`src/hdl/ffha_pkg.sv`:
```
// Types and constants of the first-fit heap allocator
package ffha_pkg;

	// block size and heap address widths (addresses up to 16 MiB)
	localparam int SIZE_W  = 23;
	localparam int START_W = 24;

	// allocation grain and smallest remainder worth splitting off
	localparam logic [16:0] GRAIN_MASK = 17'd15;
	localparam int          MIN_REMAIN = 16;

	typedef enum logic {
		OP_ALLOC   = 1'b0,
		OP_RELEASE = 1'b1
	} op_t;

	typedef enum logic [2:0] {
		ST_OK      = 3'd0,
		ST_ZERO    = 3'd1,
		ST_NOMEM   = 3'd2,
		ST_NULL    = 3'd3,
		ST_BADADDR = 3'd4
	} status_t;

	typedef enum logic {
		S_IDLE,
		S_PASS
	} state_t;

	// request beat
	typedef struct packed {
		op_t         op;
		logic [16:0] req_bytes;
		logic [15:0] addr_in;
	} req_t;

	// result beat
	typedef struct packed {
		logic [15:0] addr_out;
		status_t     status;
	} rsp_t;

	// one block descriptor as it travels through the row
	typedef struct packed {
		logic              vld;
		logic              free;
		logic [SIZE_W-1:0] size;
	} blk_t;

	// head unit report to the sequencer
	typedef struct packed {
		logic        found;
		logic [15:0] addr;
		logic        split_ev;
		logic        merge_ev;
	} head_stat_t;

endpackage

```
`src/hdl/ffha_cell.sv`:
```
// One cell of the block row: holds a descriptor, takes its neighbor's on shift
module ffha_cell import ffha_pkg::*; (
	input  logic clk,
	input  logic arst_n,
	input  blk_t init,
	input  logic shift,
	input  blk_t d,
	output blk_t q
);

	blk_t blk_q;

	// descriptor register
	always_ff @(posedge clk or negedge arst_n) begin
		if (!arst_n) begin
			blk_q <= init;
		end else if (shift) begin
			blk_q <= d;
		end
	end

	assign q = blk_q;

endmodule

```
`src/hdl/ffha_head.sv`:
```
// Head unit: walks the block stream, does first fit, split, release and coalescing
module ffha_head import ffha_pkg::*; #(
	parameter int HEADER_BYTES = 24
) (
	input  logic        clk,
	input  logic        arst_n,
	input  logic        clr,
	input  logic        run,
	input  logic        first,
	input  logic        rel,
	input  logic [17:0] need,
	input  logic [15:0] rel_addr,
	input  logic        room,
	input  blk_t        x,
	output blk_t        y,
	output head_stat_t  stat
);

	localparam logic [SIZE_W-1:0] HDR       = SIZE_W'(HEADER_BYTES);
	localparam logic [SIZE_W-1:0] SPLIT_MIN = SIZE_W'(HEADER_BYTES + MIN_REMAIN);
	localparam blk_t              BUB       = '0;

	blk_t               q0_q, q1_q;
	logic [START_W-1:0] start_q;
	logic               found_q;
	logic [15:0]        addr_q;

	blk_t               l0, l1, q0_d, q1_d;
	logic [SIZE_W-1:0]  need_w;
	logic [START_W-1:0] pay_addr;
	logic               hit_a, hit_r, split, merge;
	logic [1:0]         nl;

	// item decode: fit test, split test, release match
	always_comb begin
		need_w   = SIZE_W'(need);
		pay_addr = start_q + START_W'(HDR);
		hit_a    = !rel && x.vld && !found_q && x.free && (x.size >= need_w);
		split    = hit_a && (x.size >= need_w + SPLIT_MIN) && room;
		hit_r    = rel && x.vld && !found_q && (pay_addr == START_W'(rel_addr));
		l0 = x;
		if (hit_a) begin
			l0.free = 1'b0;
		end
		if (split) begin
			l0.size = need_w;
		end
		if (hit_r) begin
			l0.free = 1'b1;
		end
		l1.vld  = 1'b1;
		l1.free = 1'b1;
		l1.size = x.size - need_w - HDR;
		nl = !x.vld ? 2'd0 : (split ? 2'd2 : 2'd1);
	end

	// output queue: two slots, pops one beat per cycle; release holds a free tail
	always_comb begin
		y     = q0_q;
		q0_d  = q0_q;
		q1_d  = BUB;
		merge = 1'b0;
		if (first) begin
			q0_d = l0;
			q1_d = (nl == 2'd2) ? l1 : BUB;
		end else if (rel) begin
			if (x.vld && q0_q.vld && q0_q.free && l0.free) begin
				merge     = 1'b1;
				y         = BUB;
				q0_d.size = q0_q.size + HDR + x.size;
			end else if (!x.vld && q0_q.vld && q0_q.free) begin
				y = BUB;
			end else begin
				q0_d = l0;
			end
		end else if (!q0_q.vld) begin
			y    = l0;
			q0_d = (nl == 2'd2) ? l1 : BUB;
		end else if (!q1_q.vld) begin
			q0_d = l0;
			q1_d = (nl == 2'd2) ? l1 : BUB;
		end else begin
			q0_d = q1_q;
			q1_d = l0;
		end
	end

	// queue, running block start and search result
	always_ff @(posedge clk or negedge arst_n) begin
		if (!arst_n) begin
			q0_q    <= BUB;
			q1_q    <= BUB;
			start_q <= '0;
			found_q <= 1'b0;
			addr_q  <= '0;
		end else if (clr) begin
			start_q <= '0;
			found_q <= 1'b0;
		end else if (run) begin
			q0_q    <= q0_d;
			q1_q    <= q1_d;
			found_q <= found_q | hit_a | hit_r;
			if (x.vld) begin
				start_q <= start_q + START_W'(HDR) + START_W'(x.size);
			end
			if (hit_a) begin
				addr_q <= pay_addr[15:0];
			end
		end
	end

	assign stat.found    = found_q | hit_a | hit_r;
	assign stat.addr     = hit_a ? pay_addr[15:0] : addr_q;
	assign stat.split_ev = run && split;
	assign stat.merge_ev = run && merge;

endmodule

```
`src/hdl/first_fit_heap_allocator_unit.sv`:
```
// Top level of the first-fit heap allocator: block row, head unit, sequencer
//
//  channel  | signals             | handshake
//  ---------+---------------------+-----------------------------------
//  request  | start, busy, req    | beat taken when start && !busy
//  result   | done, rsp           | one-cycle strobe, cannot be stalled
//
// An allocate or release walks the whole row once, with the ring of cells
// rotating through the head unit; the result strobes in the cycle after
// the walk. Zero-size allocate and null release answer in the cycle after
// they are accepted. busy is high during the walk; reset leaves one free
// block covering the heap.
module first_fit_heap_allocator_unit import ffha_pkg::*; #(
	parameter int HEAP_BYTES   = 65536,
	parameter int HEADER_BYTES = 24,
	parameter int MAX_BLOCKS   = 64
) (
	input  logic clk,
	input  logic arst_n,
	input  logic start,
	output logic busy,
	input  req_t req,
	output logic done,
	output rsp_t rsp
);

	localparam int CNT_W = $clog2(MAX_BLOCKS + 1);

	state_t           state_q, state_d;
	logic [CNT_W-1:0] cyc_q;
	logic [CNT_W-1:0] count_q;
	op_t              op_q;
	logic [17:0]      need_q;
	logic [15:0]      addr_q;
	rsp_t             rsp_q;
	logic             done_q;

	logic       accept, go_pass, quick, run, last;
	status_t    quick_st;
	blk_t       row [MAX_BLOCKS];
	blk_t       head_out;
	head_stat_t hstat;

	// row of cells, shifting toward the head; head output feeds the tail
	for (genvar k = 0; k < MAX_BLOCKS; k++) begin : g_row
		blk_t init_k;
		blk_t d_k;
		assign init_k = (k == 0) ?
			'{vld: 1'b1, free: 1'b1, size: SIZE_W'(HEAP_BYTES - HEADER_BYTES)} : '0;
		assign d_k = (k == MAX_BLOCKS - 1) ? head_out : row[(k + 1) % MAX_BLOCKS];
		ffha_cell u_cell (
			.clk    (clk),
			.arst_n (arst_n),
			.init   (init_k),
			.shift  (run),
			.d      (d_k),
			.q      (row[k])
		);
	end

	ffha_head #(
		.HEADER_BYTES (HEADER_BYTES)
	) u_head (
		.clk      (clk),
		.arst_n   (arst_n),
		.clr      (go_pass),
		.run      (run),
		.first    (cyc_q == '0),
		.rel      (op_q == OP_RELEASE),
		.need     (need_q),
		.rel_addr (addr_q),
		.room     (count_q != CNT_W'(MAX_BLOCKS)),
		.x        (row[0]),
		.y        (head_out),
		.stat     (hstat)
	);

	// next state and handshake decode
	always_comb begin
		busy   = (state_q != S_IDLE);
		accept = start && !busy;
		run    = (state_q == S_PASS);
		last   = (cyc_q == CNT_W'(MAX_BLOCKS));
		quick  = (req.op == OP_ALLOC) ? (req.req_bytes == '0) : (req.addr_in == '0);
		quick_st = (req.op == OP_ALLOC) ? ST_ZERO : ST_NULL;
		go_pass  = accept && !quick;
		state_d  = state_q;
		case (state_q)
			S_IDLE: begin
				if (go_pass) begin
					state_d = S_PASS;
				end
			end
			S_PASS: begin
				if (last) begin
					state_d = S_IDLE;
				end
			end
			default: state_d = S_IDLE;
		endcase
	end

	always_ff @(posedge clk or negedge arst_n) begin
		if (!arst_n) begin
			state_q <= S_IDLE;
		end else begin
			state_q <= state_d;
		end
	end

	// walk counter, block count, request capture and result beat
	always_ff @(posedge clk or negedge arst_n) begin
		if (!arst_n) begin
			cyc_q   <= '0;
			count_q <= CNT_W'(1);
			op_q    <= OP_ALLOC;
			need_q  <= '0;
			addr_q  <= '0;
			rsp_q   <= '0;
			done_q  <= 1'b0;
		end else begin
			done_q <= 1'b0;
			if (accept) begin
				op_q   <= req.op;
				// rounded size keeps the carry out of the 17-bit request
				need_q <= (18'(req.req_bytes) + 18'(GRAIN_MASK)) & ~18'(GRAIN_MASK);
				addr_q <= req.addr_in;
				cyc_q  <= '0;
				if (quick) begin
					rsp_q.addr_out <= '0;
					rsp_q.status   <= quick_st;
					done_q         <= 1'b1;
				end
			end
			if (run) begin
				cyc_q <= cyc_q + CNT_W'(1);
				if (hstat.split_ev) begin
					count_q <= count_q + CNT_W'(1);
				end else if (hstat.merge_ev) begin
					count_q <= count_q - CNT_W'(1);
				end
				if (last) begin
					done_q <= 1'b1;
					if (op_q == OP_ALLOC) begin
						rsp_q.addr_out <= hstat.found ? hstat.addr : '0;
						rsp_q.status   <= hstat.found ? ST_OK : ST_NOMEM;
					end else begin
						rsp_q.addr_out <= '0;
						rsp_q.status   <= hstat.found ? ST_OK : ST_BADADDR;
					end
				end
			end
		end
	end

	assign done = done_q;
	assign rsp  = rsp_q;

endmodule

```
`config.mk`:
```
export PLATFORM = sky130hd
export DESIGN_NAME = first_fit_heap_allocator_unit
export DESIGN_NICKNAME = d
export VERILOG_FILES = /design/src/hdl/ffha_pkg.sv /design/src/hdl/ffha_cell.sv /design/src/hdl/ffha_head.sv /design/src/hdl/first_fit_heap_allocator_unit.sv
export SDC_FILE = /design/constraint.sdc
export NUM_CORES = 2
export LEC_CHECK = 0
export BUFFER_PORTS_ARGS = -buffer_cell sky130_fd_sc_hd__buf_2
export CORE_ASPECT_RATIO = 0.9
export CORE_MARGIN = 2
export CORE_UTILIZATION = 44
export CTS_CLUSTER_SIZE = 20
export DETAILED_ROUTE_END_ITERATION = 10
export PLACE_DENSITY_LB_ADDON = 0.12
export SLEW_MARGIN = 0
export SYNTH_ARGS = -nofsm -noshare
export SYNTH_HDL_FRONTEND = slang
export SYNTH_SLANG_ARGS = --single-unit
export TNS_END_PERCENT = 1
```
`constraint.sdc`:
```
create_clock -name clk -period 5.9 [get_ports clk]
set_clock_uncertainty 0.15 [all_clocks]
set_input_delay 0 -clock clk [delete_from_list [all_inputs] [get_ports clk]]
set_output_delay 0 -clock clk [all_outputs]
set_load 0.01 [all_outputs]
```
==> key figures <==
GRT
  – GRT Overall Usage: 16.1%
  – Via count of the first global-routing pass: 39900
  – Antenna violations before repair: 3
  – Grt ovf: 0
  – First-pass GRT wire length: 221000 um
  – Largest net degree at the start of global routing: 185

Detailed routing
  – Antenna-violating nets left: 0
  – Avg WL per Cell: 17.7 um
  – Initial drt markers: 2389
  – DRC Markers: 0
  – Drt pass-1 iters: 5
  – Vias per cell: 5.24
  – DRT Wirelength: 132000 um
  – Routed vias: 39100

Yosys
  – Distinct cells, synth: 90
  – Synth warnings: 0
  – Multiplexer share of the synthesized area: 24.9%
  – Seq cells post-synth: 1757
  – Synth Area in Simple Gates: 3.79%
  – Synth Area in Compound Gates: 4.34%
  – Post-synthesis instance total: 5028
  – Combinational family with the most area after synthesis: multiplexers
  – Syn_area_per_cell: 14.3 um^2
  – Syn_nets: 5204
  – XOR/XNOR Fraction of Synth Area: 1.53%
  – Seq/Total Area, Yosys: 61.1%
  – Post-synth EDFFs: 0
  – Post-synthesis async set-or-reset flop share: 100%
  – Synth Flop Type: dfrtp_1
  – Synth Cell Area: 72000 um^2
  – Adder-cell share of the synthesized area: 2.45%

Setup path
  – CP startpoint kind: flop
  – Critical path buffers and inverters: 2
  – Crit Reg-Reg Startpoint: need_q[7]
  – CP required: 6460 ps
  – CP delay by family, top: compound AO/OA/AOI/OAI gates
  – CP max-delay cell: a2111oi_0
  – Setup crit start: need_q[7]
  – Worst EP arrival: 5680 ps
  – Nature of the critical path endpoint: flop
  – Maximum fanout along the worst path: 8
  – Max incr delay on CP: 620 ps
  – Crit-path cells: inv_1 -> nor3_1 -> and3_1 -> nand3_1 -> xnor2_1 -> ha_1 -> a21o_1 -> a2111oi_0 -> buf_4 -> a2111oi_4 -> nand2_1 -> ha_1 -> a21o_1 -> a21oi_1 -> o21bai_1 -> a21oi_1 -> mux2_2 -> nand2_1 -> xnor2_1
  – Worst Path Class, Setup: flop to flop

STA
  – Peak Freq: 0.195 GHz
  – Tmin final: 5120 ps
  – Setup TNS: 0 ps
  – # setup viols final: 0
  – Unrepaired setup endpoints after global routing: no
  – Final Hold Viols: 0
  – Final WS setup: 783 ps
  – Final period util: 86.7%
  – Final Max Slew Viols: 0
  – Worst slew pin tran: 1220 ps
  – Slew HR: 18.5%

Min path
  – Class of the worst hold path: primary input to flop
  – Min-delay src: req[25]

Clocking
  – Worst-path clk slew: 70 ps
  – Clock latency on the worst-skew pair: 790 ps
  – TritonCTS Sinks: 1757
  – Max H-tree Level: 4
  – CTS Buffer Depth: 3
  – Total CTS buffers: 183
  – Post-CTS Setup Bufs: 0
  – CTS tree: built
  – Root Driver: clkbuf_16

Power
  – Static Leak: 41.5 nW
  – Total power: 24.6 mW
  – PD cells: 300 nW/um^2
  – Peak supply drop: 0.233 mV

Finish
  – Area Growth Syn to Fin: 13.8%
  – Final #Nets: 5364
  – Layout cells sized above 1: 38.2%
  – Final non-filler cell total: 7467
  – Fill count: 14000
  – Final instance area: 81900 um^2

Status
  – Outcome: complete, no violations

Die
  – Die width: 430 um
  – # IOs: 58
  – Initial core utilization: 44.4%
  – Die H: 388 um
  – Core Area: 162000 um^2
  – Standard-cell rows: 140
  – Die area: 167000 um^2

Place
  – Dpl cells: 7029
  – Pre-CTS setup slack: 858 ps
  – DP Area: 74800 um^2
  – Dpl hpwl: 80400 um
  – Port buffer count: 57
  – Gp weighted congestion: 0.863

Flow run
  – Max capacitance violation total: 0
worst register-to-register path: cells and delay by family, from the launching register on:
family          cells  cell delay (ps)
fa+ha+maj           2              670
flops               1              480
buf+inv             2              330
xor+xnor            2              280
simple gates        5             1250
mux                 1              350
compound gates      7             1540
per-layer routing:
layer  up-vias  track usage (%)  routed length [um]
li1      18300                -                   -
met1     19900             24.7               66800
met2       697             22.9               56100
met3       273             3.14                5740
met4         0             5.17                3730
met5         -                0                   0
flip-flops by register name, summed over array words and instances (netlist names):
name	count
count_q	7
done	1
addr_q	16
g_row.u_cell.q	1600
busy	1
u_head.q0_q	25
u_head.q1_q	25
u_head.found_q	1
u_head.addr_q	16
rsp	19
need_q	14
u_head.start_q	24
op_q	1
cyc_q	7
what timing repair did:
item,4_1_cts,5_1_grt
hold endpoints to repair,940,0
hold buffers,104,0
gates resized for setup,0,0
report_power, final:
part | switching [mW] | total, mW | internal [mW] | leakage, nW
clock network | 4.76 | 11.5 | 6.79 | 3.00
logic | 0.374 | 0.639 | 0.265 | 14.6
registers | 0.120 | 12.4 | 12.3 | 23.9
through the flow:
| stage | hold WS (ps) | utilization (%) |
|---|---|---|
| finish | 80.2 | 50.5 |
| CTS | 8.59 | 50.5 |
| global route | 50.0 | 50.5 |
| detailed placement | -12.3 | 46.1 |
| global placement | -12.7 | 46.1 |
| floorplan | -446 | - |
cell families (layout without fill, tap and decap cells):
family,after synthesis,after routing
AO/OA/AOI/OAI,486,486
XOR/XNOR,126,126
adder cells (fa/ha/maj),139,139
buffers and inverters,353,660
flip-flops,1757,1757
multiplexers,1596,1596
other,0,2
AND/OR/NAND/NOR,571,571
cell usage after synthesis (all sizes together), types with 13 or more instances:
library cell / instances / area (um^2)
nand3: 49 / 245
xnor2: 69 / 604
buf: 24 / 124
nor2: 132 / 495
xor2: 57 / 499
a21o: 21 / 158
a31oi: 24 / 150
o21ai: 162 / 818
clkbuf: 233 / 875
inv: 96 / 360
dfrtp: 1742 / 43600
nor3: 33 / 175
a21oi: 116 / 581
nand2: 226 / 848
o31ai: 13 / 97.6
a211oi: 16 / 120
mux2: 1578 / 17800
ha: 136 / 1700
nand2b: 19 / 121
dfstp: 15 / 394
a221oi: 22 / 193
nor2b: 14 / 87.6
mux2i: 18 / 180
o21a: 16 / 120
and2: 13 / 81.3
nand4: 15 / 115
placed cells by master (no fill, tap or decap), types with 56 or more instances in the layout:
cell              n
xor2_1           57
clkbuf_16       186
inv_1            94
a21oi_1         116
nor2_1          132
dlygate4sd3_1   103
xnor2_1          69
mux2_2         1577
buf_2            56
dfrtp_1        1741
ha_1            136
nand2_1         226
o21ai_0         154
path summary, 6_finish.rpt:
kind                       slack, ps  cells past startpoint                     end
setup reg to reg                 780                     19              count_q[6]
max in group asynchronous       4210                      5  g_row[10].u_cell.q[10]
hold / removal                    80                      5               need_q[9]
min in group asynchronous        440                      4   g_row[51].u_cell.q[8]
hold reg to reg                  320                      1              count_q[6]
setup / recovery                 780                     19              count_q[6]
layout make-up:
class / instances / area (um^2) / area share [%]
sequential: 1757 / 44000 / 53.7
multi-input combinational: 2918 / 26700 / 32.6
clock buffer: 278 / 5420 / 6.62
tap: 2130 / 2670 / 3.25
timing repair buffer: 232 / 2120 / 2.58
clock inverter: 54 / 693 / 0.846
inverter: 96 / 360 / 0.440
antenna: 2 / 5.00 / 0.00611
Power figures use the tool's default switching activity.
